==> src/rtl/tpt_pkg.sv <==
package tpt_pkg;

  localparam int COORD_W     = 16;
  localparam int THICK_W     = 15;
  localparam int MAG_W       = 16;
  localparam int BIT_W       = 4;
  localparam logic [THICK_W-1:0] THICK_RESET = 15'd41;
  localparam logic [BIT_W-1:0]   BIT_TOP     = 4'd14;
  localparam logic [2:0]         VTX_LAST    = 3'd5;

  // Datapath operations issued by the controller
  typedef enum logic [3:0] {
    OP_NONE,
    OP_FIRST_PT,
    OP_PAIR_OFF,
    OP_SHIFT,
    OP_DIFF,
    OP_SQX,
    OP_SQY,
    OP_SUM,
    OP_RPRE,
    OP_RCAP,
    OP_IA,
    OP_IB,
    OP_IC,
    OP_OFF,
    OP_EMIT
  } dp_op_t;

  // Segment that an emitted vertex belongs to
  typedef enum logic {
    SEG_FIRST,
    SEG_LAST
  } seg_t;

  typedef struct packed {
    dp_op_t           op;
    logic             comp;
    logic [BIT_W-1:0] bit_idx;
    seg_t             seg;
    logic [2:0]       vtx;
    logic             run_end;
    logic             line_end;
  } tpt_cmd_t;

  typedef struct packed {
    logic zero_diff;
    logic out_free;
  } tpt_stat_t;

  // Clamp a 17-bit signed sum to the 16-bit signed range
  function automatic logic [COORD_W-1:0] sat_coord(input logic signed [COORD_W:0] v);
    logic [COORD_W-1:0] res;
    if (v[COORD_W] != v[COORD_W-1]) begin
      res = v[COORD_W] ? {1'b1, {(COORD_W-1){1'b0}}} : {1'b0, {(COORD_W-1){1'b1}}};
    end else begin
      res = v[COORD_W-1:0];
    end
    return res;
  endfunction

endpackage

==> src/rtl/tpt_dp.sv <==
module tpt_dp import tpt_pkg::*; (
  input  logic                      clk,
  input  logic                      rst,
  input  logic                      load,
  input  logic signed [COORD_W-1:0] px,
  input  logic signed [COORD_W-1:0] py,
  input  logic                      thickness_we,
  input  logic [THICK_W-1:0]        thickness,
  input  tpt_cmd_t                  cmd,
  output tpt_stat_t                 stat,
  input  logic                      out_stall,
  output logic                      out_valid,
  output logic [COORD_W-1:0]        vx,
  output logic [COORD_W-1:0]        vy,
  output logic                      run_end,
  output logic                      line_end
);

  logic [THICK_W-1:0]        thick;
  logic signed [COORD_W-1:0] cur_x, cur_y, prev_x, prev_y, older_x, older_y;
  logic signed [COORD_W-1:0] older_off_x, older_off_y, new_off_x, new_off_y;
  logic [MAG_W-1:0]          mx, my;
  logic                      dx_neg, dy_pos, zero_diff;
  logic [2*THICK_W-1:0]      tt;
  logic [31:0]               msx, msy, aq;
  logic [32:0]               s;
  logic [63:0]               prod, rr;
  logic [THICK_W-1:0]        r, rx;

  logic signed [COORD_W:0]   dxw, dyw;
  logic [THICK_W-1:0]        cand;
  logic [MAG_W-1:0]          c2;
  logic [31:0]               op_a, op_b;
  logic [63:0]               mul_res;
  logic [64:0]               tot;
  logic signed [COORD_W-1:0] base_x, base_y, off_x, off_y;
  logic signed [COORD_W:0]   sum_x, sum_y;
  logic                      use_b, neg;

  // Neighbor difference
  assign dxw = {cur_x[COORD_W-1], cur_x} - {older_x[COORD_W-1], older_x};
  assign dyw = {cur_y[COORD_W-1], cur_y} - {older_y[COORD_W-1], older_y};

  // Candidate bit of the rounding search
  assign cand = r | (THICK_W'(1) << cmd.bit_idx);
  assign c2   = {cand, 1'b0} - MAG_W'(1);

  // Shared multiplier operand select
  always_comb begin
    op_a = '0;
    op_b = '0;
    case (cmd.op)
      OP_SQX:  begin op_a = 32'(mx); op_b = 32'(mx); end
      OP_SQY:  begin op_a = 32'(my); op_b = 32'(my); end
      OP_RPRE: begin op_a = 32'(tt); op_b = cmd.comp ? msx : msy; end
      OP_IA:   begin op_a = 32'(c2); op_b = 32'(c2); end
      OP_IB:   begin op_a = prod[31:0]; op_b = s[31:0]; end
      default: begin op_a = '0; op_b = '0; end
    endcase
  end

  assign mul_res = op_a * op_b;
  assign tot     = {1'b0, prod} + (s[32] ? {1'b0, aq, 32'b0} : 65'd0);

  // Vertex select: A+oA, A-oA, B-oB, B-oB, B+oB, A+oA
  always_comb begin
    use_b = (cmd.vtx == 3'd2) || (cmd.vtx == 3'd3) || (cmd.vtx == 3'd4);
    neg   = (cmd.vtx == 3'd1) || (cmd.vtx == 3'd2) || (cmd.vtx == 3'd3);
    if (cmd.seg == SEG_FIRST) begin
      base_x = use_b ? prev_x : older_x;
      base_y = use_b ? prev_y : older_y;
      off_x  = use_b ? new_off_x : older_off_x;
      off_y  = use_b ? new_off_y : older_off_y;
    end else begin
      base_x = use_b ? cur_x : prev_x;
      base_y = use_b ? cur_y : prev_y;
      off_x  = use_b ? '0 : new_off_x;
      off_y  = use_b ? $signed({1'b0, thick}) : new_off_y;
    end
    sum_x = neg ? {base_x[COORD_W-1], base_x} - {off_x[COORD_W-1], off_x}
                : {base_x[COORD_W-1], base_x} + {off_x[COORD_W-1], off_x};
    sum_y = neg ? {base_y[COORD_W-1], base_y} - {off_y[COORD_W-1], off_y}
                : {base_y[COORD_W-1], base_y} + {off_y[COORD_W-1], off_y};
  end

  // Thickness register
  always_ff @(posedge clk) begin
    if (rst) begin
      thick <= THICK_RESET;
    end else if (thickness_we) begin
      thick <= thickness;
    end
  end

  // Point and offset datapath
  always_ff @(posedge clk) begin
    if (load) begin
      cur_x <= px;
      cur_y <= py;
    end
    case (cmd.op)
      OP_FIRST_PT: begin
        prev_x <= cur_x;
        prev_y <= cur_y;
      end
      OP_PAIR_OFF: begin
        new_off_x <= '0;
        new_off_y <= $signed({1'b0, thick});
      end
      OP_SHIFT: begin
        older_x     <= prev_x;
        older_y     <= prev_y;
        older_off_x <= new_off_x;
        older_off_y <= new_off_y;
        prev_x      <= cur_x;
        prev_y      <= cur_y;
      end
      OP_DIFF: begin
        mx        <= dxw[COORD_W] ? MAG_W'(-dxw) : dxw[MAG_W-1:0];
        my        <= dyw[COORD_W] ? MAG_W'(-dyw) : dyw[MAG_W-1:0];
        dx_neg    <= dxw[COORD_W];
        dy_pos    <= !dyw[COORD_W] && (dyw != '0);
        zero_diff <= (dxw == '0) && (dyw == '0);
        tt        <= thick * thick;
      end
      OP_SQX: prod <= mul_res;
      OP_SQY: begin
        msx  <= prod[31:0];
        prod <= mul_res;
      end
      OP_SUM: begin
        msy <= prod[31:0];
        s   <= {1'b0, msx} + {1'b0, prod[31:0]};
      end
      OP_RPRE: begin
        prod <= mul_res;
        if (cmd.comp) begin
          rx <= r;
        end
      end
      OP_RCAP: begin
        rr <= {prod[61:0], 2'b00};
        r  <= '0;
      end
      OP_IA: prod <= mul_res;
      OP_IB: begin
        aq   <= prod[31:0];
        prod <= mul_res;
      end
      OP_IC: begin
        if ((tot <= {1'b0, rr}) && (cand <= thick)) begin
          r <= cand;
        end
      end
      OP_OFF: begin
        new_off_x <= dy_pos ? -$signed({1'b0, rx}) : $signed({1'b0, rx});
        new_off_y <= dx_neg ? -$signed({1'b0, r}) : $signed({1'b0, r});
      end
      default: ;
    endcase
  end

  // Output register
  always_ff @(posedge clk) begin
    if (rst) begin
      out_valid <= 1'b0;
    end else if (cmd.op == OP_EMIT) begin
      out_valid <= 1'b1;
    end else if (!out_stall) begin
      out_valid <= 1'b0;
    end
  end

  always_ff @(posedge clk) begin
    if (cmd.op == OP_EMIT) begin
      vx       <= sat_coord(sum_x);
      vy       <= sat_coord(sum_y);
      run_end  <= cmd.run_end;
      line_end <= cmd.line_end;
    end
  end

  assign stat.zero_diff = zero_diff;
  assign stat.out_free  = !out_valid || !out_stall;

endmodule

==> src/rtl/tpt_ctrl.sv <==
module tpt_ctrl import tpt_pkg::*; (
  input  logic      clk,
  input  logic      rst,
  input  logic      in_valid,
  input  logic      final_point,
  output logic      in_stall,
  output logic      load,
  output tpt_cmd_t  cmd,
  input  tpt_stat_t stat
);

  typedef enum logic [12:0] {
    ST_IDLE  = 13'b0000000000001,
    ST_DISP  = 13'b0000000000010,
    ST_SQX   = 13'b0000000000100,
    ST_SQY   = 13'b0000000001000,
    ST_SUM   = 13'b0000000010000,
    ST_RPRE  = 13'b0000000100000,
    ST_RCAP  = 13'b0000001000000,
    ST_IA    = 13'b0000010000000,
    ST_IB    = 13'b0000100000000,
    ST_IC    = 13'b0001000000000,
    ST_OFF   = 13'b0010000000000,
    ST_EMIT  = 13'b0100000000000,
    ST_SHIFT = 13'b1000000000000
  } state_t;

  state_t           state, state_next;
  logic [1:0]       ps, ps_next;
  logic             fin;
  logic             comp, comp_next;
  logic [BIT_W-1:0] bit_idx, bit_idx_next;
  seg_t             seg, seg_next;
  logic [2:0]       vtx, vtx_next;
  logic             last_seg;

  assign in_stall = (state != ST_IDLE);
  assign load     = in_valid && !in_stall;
  assign last_seg = (seg == SEG_LAST) || !fin;

  // Next state and command decode
  always_comb begin
    state_next   = state;
    ps_next      = ps;
    comp_next    = comp;
    bit_idx_next = bit_idx;
    seg_next     = seg;
    vtx_next     = vtx;
    cmd          = '0;
    cmd.op       = OP_NONE;
    cmd.comp     = comp;
    cmd.bit_idx  = bit_idx;
    cmd.seg      = seg;
    cmd.vtx      = vtx;
    unique case (state)
      ST_IDLE: begin
        if (load) begin
          state_next = ST_DISP;
        end
      end
      ST_DISP: begin
        seg_next = SEG_FIRST;
        vtx_next = '0;
        if (ps == 2'd0) begin
          cmd.op     = OP_FIRST_PT;
          ps_next    = fin ? 2'd0 : 2'd1;
          state_next = ST_IDLE;
        end else if (ps == 2'd1) begin
          cmd.op = OP_PAIR_OFF;
          if (fin) begin
            seg_next   = SEG_LAST;
            state_next = ST_EMIT;
          end else begin
            state_next = ST_SHIFT;
          end
        end else begin
          cmd.op     = OP_DIFF;
          state_next = ST_SQX;
        end
      end
      ST_SQX: begin
        if (stat.zero_diff) begin
          cmd.op     = OP_PAIR_OFF;
          state_next = ST_EMIT;
        end else begin
          cmd.op     = OP_SQX;
          state_next = ST_SQY;
        end
      end
      ST_SQY: begin
        cmd.op     = OP_SQY;
        state_next = ST_SUM;
      end
      ST_SUM: begin
        cmd.op     = OP_SUM;
        comp_next  = 1'b0;
        state_next = ST_RPRE;
      end
      ST_RPRE: begin
        cmd.op     = OP_RPRE;
        state_next = ST_RCAP;
      end
      ST_RCAP: begin
        cmd.op       = OP_RCAP;
        bit_idx_next = BIT_TOP;
        state_next   = ST_IA;
      end
      ST_IA: begin
        cmd.op     = OP_IA;
        state_next = ST_IB;
      end
      ST_IB: begin
        cmd.op     = OP_IB;
        state_next = ST_IC;
      end
      ST_IC: begin
        cmd.op = OP_IC;
        if (bit_idx != '0) begin
          bit_idx_next = bit_idx - BIT_W'(1);
          state_next   = ST_IA;
        end else if (!comp) begin
          comp_next  = 1'b1;
          state_next = ST_RPRE;
        end else begin
          state_next = ST_OFF;
        end
      end
      ST_OFF: begin
        cmd.op     = OP_OFF;
        state_next = ST_EMIT;
      end
      ST_EMIT: begin
        if (stat.out_free) begin
          cmd.op       = OP_EMIT;
          cmd.run_end  = (vtx == VTX_LAST) && last_seg;
          cmd.line_end = (vtx == VTX_LAST) && last_seg && fin;
          if (vtx != VTX_LAST) begin
            vtx_next = vtx + 3'd1;
          end else if (!last_seg) begin
            seg_next = SEG_LAST;
            vtx_next = '0;
          end else if (fin) begin
            ps_next    = 2'd0;
            state_next = ST_IDLE;
          end else begin
            state_next = ST_SHIFT;
          end
        end
      end
      ST_SHIFT: begin
        cmd.op     = OP_SHIFT;
        ps_next    = 2'd2;
        state_next = ST_IDLE;
      end
      default: state_next = ST_IDLE;
    endcase
  end

  always_ff @(posedge clk) begin
    if (rst) begin
      state <= ST_IDLE;
      ps    <= 2'd0;
    end else begin
      state <= state_next;
      ps    <= ps_next;
    end
  end

  always_ff @(posedge clk) begin
    if (load) begin
      fin <= final_point;
    end
    comp    <= comp_next;
    bit_idx <= bit_idx_next;
    seg     <= seg_next;
    vtx     <= vtx_next;
  end

  // Point count saturates at two
  a_ps_range: assert property (@(posedge clk) disable iff (rst) ps != 2'd3)
    else $error("point count out of range");

  // A transfer in always starts work
  a_accept_busy: assert property (@(posedge clk) disable iff (rst)
    load |=> (state == ST_DISP))
    else $error("accepted point not dispatched");

  // Vertices only go out when the output register can take them
  a_emit_free: assert property (@(posedge clk) disable iff (rst)
    (cmd.op == OP_EMIT) |-> stat.out_free)
    else $error("vertex emitted into a full output register");

  // Search bit counter stays within the thickness width
  a_bit_range: assert property (@(posedge clk) disable iff (rst)
    (state == ST_IC) |-> (bit_idx <= BIT_TOP))
    else $error("search bit out of range");

endmodule

==> src/rtl/thick_polyline_tessellator_top.sv <==
// Channel   Handshake             Payload
// ------    --------------------  ------------------------------
// input     in_valid / in_stall   px, py, final_point
// output    out_valid / out_stall vx, vy, run_end, line_end
// config    thickness_we          thickness
//
// A point that emits nothing passes through dispatch, and through a shift when
// it is the second point of a line. A closing second point emits 6 vertices; a
// zero-difference interior point emits 6 or 12. Any other interior point runs
// the offset search (two components, 15 search bits each on the shared 32x32
// multiplier), then emits 6 or 12 vertices and, if not final, shifts its points.
// Reset (rst, synchronous) clears the point count and sets thickness to 41.
// Output stalls hold the vertex sequence; the input stalls while a point is worked.
module thick_polyline_tessellator_top import tpt_pkg::*; (
  input  logic                      clk,
  input  logic                      rst,
  input  logic                      in_valid,
  output logic                      in_stall,
  input  logic signed [COORD_W-1:0] px,
  input  logic signed [COORD_W-1:0] py,
  input  logic                      final_point,
  output logic                      out_valid,
  input  logic                      out_stall,
  output logic signed [COORD_W-1:0] vx,
  output logic signed [COORD_W-1:0] vy,
  output logic                      run_end,
  output logic                      line_end,
  input  logic                      thickness_we,
  input  logic [THICK_W-1:0]        thickness
);

  tpt_cmd_t  cmd;
  tpt_stat_t stat;
  logic      load;

  tpt_ctrl u_ctrl (
    .clk         (clk),
    .rst         (rst),
    .in_valid    (in_valid),
    .final_point (final_point),
    .in_stall    (in_stall),
    .load        (load),
    .cmd         (cmd),
    .stat        (stat)
  );

  tpt_dp u_dp (
    .clk          (clk),
    .rst          (rst),
    .load         (load),
    .px           (px),
    .py           (py),
    .thickness_we (thickness_we),
    .thickness    (thickness),
    .cmd          (cmd),
    .stat         (stat),
    .out_stall    (out_stall),
    .out_valid    (out_valid),
    .vx           (vx),
    .vy           (vy),
    .run_end      (run_end),
    .line_end     (line_end)
  );

endmodule
==> config.mk <==
export PLATFORM = sky130hd
export DESIGN_NAME = thick_polyline_tessellator_top
export DESIGN_NICKNAME = d
export VERILOG_FILES = /design/src/rtl/tpt_pkg.sv /design/src/rtl/tpt_dp.sv /design/src/rtl/tpt_ctrl.sv /design/src/rtl/thick_polyline_tessellator_top.sv
export SDC_FILE = /design/constraint.sdc
export NUM_CORES = 2
export LEC_CHECK = 0
export BUFFER_PORTS_ARGS = -buffer_cell sky130_fd_sc_hd__buf_2
export CORE_ASPECT_RATIO = 1.2
export CORE_MARGIN = 3
export CORE_UTILIZATION = 40
export DETAILED_ROUTE_END_ITERATION = 10
export PLACE_DENSITY = 0.51
export SLEW_MARGIN = 20
export SYNTH_ARGS = -nofsm -noshare
export SYNTH_HDL_FRONTEND = slang
export SYNTH_HIERARCHICAL = 1
export SYNTH_SLANG_ARGS = --single-unit
==> constraint.sdc <==
create_clock -name clk -period 20.9 [get_ports clk]
set_input_delay 1.045 -clock clk [delete_from_list [all_inputs] [get_ports clk]]
set_output_delay 1.045 -clock clk [all_outputs]
set_load 0.005 [all_outputs]
==> impl_results.md <==
* Status: complete, no violations
* First-pass GRT wire length at about 360000 microns
* DR iter-0 viols at about 3600
* Clk buf depth at 3
* Diode count at 0
* First drt pass iteration count at 8
* Leakage at between 0.03 and 0.04 uW
* Async set-reset flop share out of synthesis at 0
* Clock share of power at 0.362
* Inst Count DP at roughly 9600
* Tmin final at around 13 ns
* Root buffer cell: clkbuf_16
* Drt wl/cell at 25.0 microns
* WHS Endpoint: u_dp/rr[52]
* Mapped Nets at approximately 9000
* Syn Inst Count at 7371
* GRT overflow at 0
* Port bufs at 88
* Htree depth at 2
* Vias in the first global route at roughly 56000
* Worst r2r path cells at 33
* Avg Vias per Cell at 5.48
* Setup-failing EPs final at 0
* Share of layout cells above drive strength 1 at 0.0610
* HP Class: register to register
* CTS tree: built
* Sum Neg Setup Slack at 0 ns
* Worst slew margin at 0.158
* Site row count at 168
* Worst VDD drop at approximately 0.071 mV
* Chip Height at around 470 microns
* Via Count at 53100
* Int Pwr at 2220 uW
* I/O pin count at 89
* Hold path cells at 0
* Slew @ Worst Pin at between 1 and 1.5 ns
* # resized after CTS at 0
* Comb power frac at 0.215
* Max Clock Freq at between 70 and 80 MHz
* Register area at 0.0172 sq mm
* Synthesis-to-finish area growth at 7.80%
* GP Congestion at between 0.9 and 1
* Antenna Violating Nets Remaining at 0
* Post-CTS Setup Inserts at 0
* CP most frequent cell: fa_1
* Mapped Avg Cell Area at between 9 and 10 sq um
* Synthesized flop and latch total at just under 600
* Crit-path max FO at 23
* Initial antenna violation count at 7
* MaxCap Viol Count at 0
* Slew Limit Fails at 0
* Largest net degree at the start of global routing at 136
* GRT Util Overall at 0.268
* CP max-delay cell: a221o_1
* CTS Hold Bufs at 0
* Final Cycle Share at 0.630
* Worst EP arrival at roughly 14 ns
* Unrepaired setup endpoints after global routing: no
* Synth warn at 6
* Core area at ~0.18 sq mm
* Post-synthesis sequential area ratio at 0.243
* Hold_sp: u_dp/prod[50]
* Final Hold Viols at 0
* Flop2flop setup slack at 7.73 ns
* Total power at around 3200 uW
* CTS Buf Count at between 60 and 70
* Die Span X at 390 microns
* Die ar. at 0.182 sq mm
* Fill cells at 17100
* FF-to-FF End: u_dp/prod[45]
* Switching Power at between 900 and 1000 uW
* Clock Latency Late Sink at a little over 0.7 ns
* Drc violations at 0
* Setup WS pre-CTS at 7.85 ns
* EDFF count, synth at around 550
* Synthesized area at approximately 0.071 sq mm
* Pwr dens at ~41 mW/mm^2
* Fin nets at around 9000
* Synth Flop Type: edfxtp_1
* Crit Path Class: register to register
* Non-Filler Instances at between 9000 and 10000
* Flop pwr share at 0.423
* Worst setup SP type: register
* Endpoint class of the critical path: register
* Largest stage delay, worst path at ~0.97 ns
* Crit path setup slack, layout at slightly below 8 ns
* Placed Area at between 0.07 and 0.08 sq mm
* R2r startpoint: u_ctrl/state[4]
* Clock Skews at 0.0756 ns
* Sw frac at 0.297
* Multi-input logic area at around 0.048 sq mm
* Worst-path clk slew at 0.06 ns
* Post-route cell area at between 0.07 and 0.08 sq mm
* Count of cell types in the netlist at 98
* Required time of the critical path at between 20 and 25 ns
* Clock sink count at around 600
* Hpwl dp at about 190000 microns
* WL final at 242000 microns
* Starting Density at 0.404
-- critical path, delay by kind of cell (launching register included) --
family	cells	cell delay [ns]
flops	1	0.41
fa+ha+maj	9	4.56
xor+xnor	1	0.45
buf+inv	3	0.16
simple gates	10	3.64
compound gates	10	3.69
-- through the flow --
stage / hold WS (ns) / utilization
finish: 0.467 / 0.436
global route: 0.464 / 0.436
CTS: 0.446 / 0.436
detailed placement: 0.441 / 0.424
global placement: 0.452 / 0.424
floorplan: 0.426 / -
-- layer usage --
| metal | share of wire | up-vias | wire length, microns | track usage |
|---|---|---|---|---|
| li1 | - | 23700 | - | - |
| met1 | 0.38 | 27000 | 90900 | 0.313 |
| met2 | 0.49 | 1839 | 120000 | 0.470 |
| met3 | 0.055 | 557 | 13400 | 0.0344 |
| met4 | 0.075 | 6 | 18100 | 0.160 |
| met5 | 0.00016 | - | 39 | 0 |
-- sequential cells by signal, indices dropped and copies added (netlist names), 29 cells and up --
signal and flops:
u_dp/msx 32, u_dp/tt 29, u_dp/aq 32, u_dp/prod 64
u_dp/s 33, u_dp/msy 32, u_dp/rr 62
-- placed cells by master (no fill, tap or decap), drive strengths merged, types with 42 or more instances in the layout --
master / count
nand2: 932
mux2i: 59
xor2: 119
nand3: 69
nand2b: 44
a21oi: 228
nor2: 746
xnor2: 179
o21ai: 206
nand4: 43
nor3: 72
a211oi: 53
inv: 1323
ha: 570
a21o: 104
a31oi: 69
and2: 70
buf: 230
clkbuf: 68
o21a: 42
nor2b: 43
edfxtp: 553
fa: 1039
-- power groups by stage --
| stage | combinational (uW) | clock, uW | sequential [uW] |
|---|---|---|---|
| final | 679 | 1140 | 1340 |
| after global routing | 769 | 1220 | 1340 |
| after CTS | 685 | 1180 | 1340 |
| after detailed placement | 676 | 0 | 1360 |
| after global placement | 669 | 0 | 1360 |
| after floorplan | 506 | 0 | 1350 |
-- cells by family (layout without fill, tap and decap cells) --
group | Yosys count | in the layout | share of synthesized area
muxes | 75 | 75 | 0.0109
and+or+nand+nor | 2151 | 2151 | 0.131
xor gates and xnor gates | 298 | 298 | 0.0371
buffers and inverters | 1639 | 1667 | 0.0876
DFF | 584 | 584 | 0.243
adders and majority gates | 1624 | 1624 | 0.397
AOI/OAI and AO/OA | 1000 | 1000 | 0.0943
-- Yosys cell counts, types with 9 or more instances --
cell | instances | area share
a211oi_1 | 53 | 0.0056
a21boi_0 | 12 | 0.0013
a21o_1 | 104 | 0.011
a21oi_1 | 226 | 0.016
a221o_1 | 30 | 0.0042
a221oi_1 | 30 | 0.0037
a22o_1 | 14 | 0.0017
a22oi_1 | 35 | 0.0037
a31oi_1 | 69 | 0.0061
and2_1 | 70 | 0.0062
and3_1 | 22 | 0.0019
buf_1 | 19 | 0.0010
buf_2 | 9 | 0.00064
clkbuf_1 | 279 | 0.015
dfxtp_1 | 31 | 0.0088
edfxtp_1 | 553 | 0.23
fa_1 | 1039 | 0.29
ha_1 | 570 | 0.10
inv_1 | 1319 | 0.070
maj3_2 | 9 | 0.0014
mux2_2 | 16 | 0.0025
mux2i_1 | 59 | 0.0083
nand2_1 | 931 | 0.049
nand2b_1 | 44 | 0.0039
nand3_1 | 68 | 0.0048
nand4_1 | 43 | 0.0038
nor2_1 | 745 | 0.039
nor2b_1 | 43 | 0.0038
nor3_1 | 72 | 0.0051
nor4_1 | 20 | 0.0018
o211ai_1 | 25 | 0.0026
o21a_1 | 42 | 0.0045
o21ai_0 | 185 | 0.013
o21ai_1 | 21 | 0.0015
o21bai_1 | 28 | 0.0030
o22ai_1 | 11 | 0.00097
o31ai_1 | 20 | 0.0021
o41ai_1 | 9 | 0.0011
or2_2 | 15 | 0.0013
or3_1 | 29 | 0.0026
xnor2_1 | 178 | 0.022
xor2_1 | 118 | 0.015
-- worst max path at each step --
stage,startpoint,endpoint,slack [ns],cells past startpoint
detailed placement,u_ctrl/state[4],u_dp/prod[45],7.85,33
global placement,u_ctrl/state[4],u_dp/prod[62],7.70,32
finish,u_ctrl/state[4],u_dp/prod[45],7.73,33
floorplan,u_ctrl/state[4],u_dp/prod[63],9.53,40
global route,u_ctrl/state[4],u_dp/prod[59],7.28,33
CTS,u_ctrl/state[4],u_dp/prod[45],7.86,33
-- cell type report --
type / instances / share of cell area
Inverter: 1324 / 0.0651
Multi-Input combinational cell: 5148 / 0.625
Clock inverter: 45 / 0.00668
Timing Repair Buffer: 230 / 0.0201
Tap cell: 2295 / 0.0376
Sequential cell: 584 / 0.226
Clock buffer: 68 / 0.0203
Note: power is estimated with default switching activity, not from simulation.
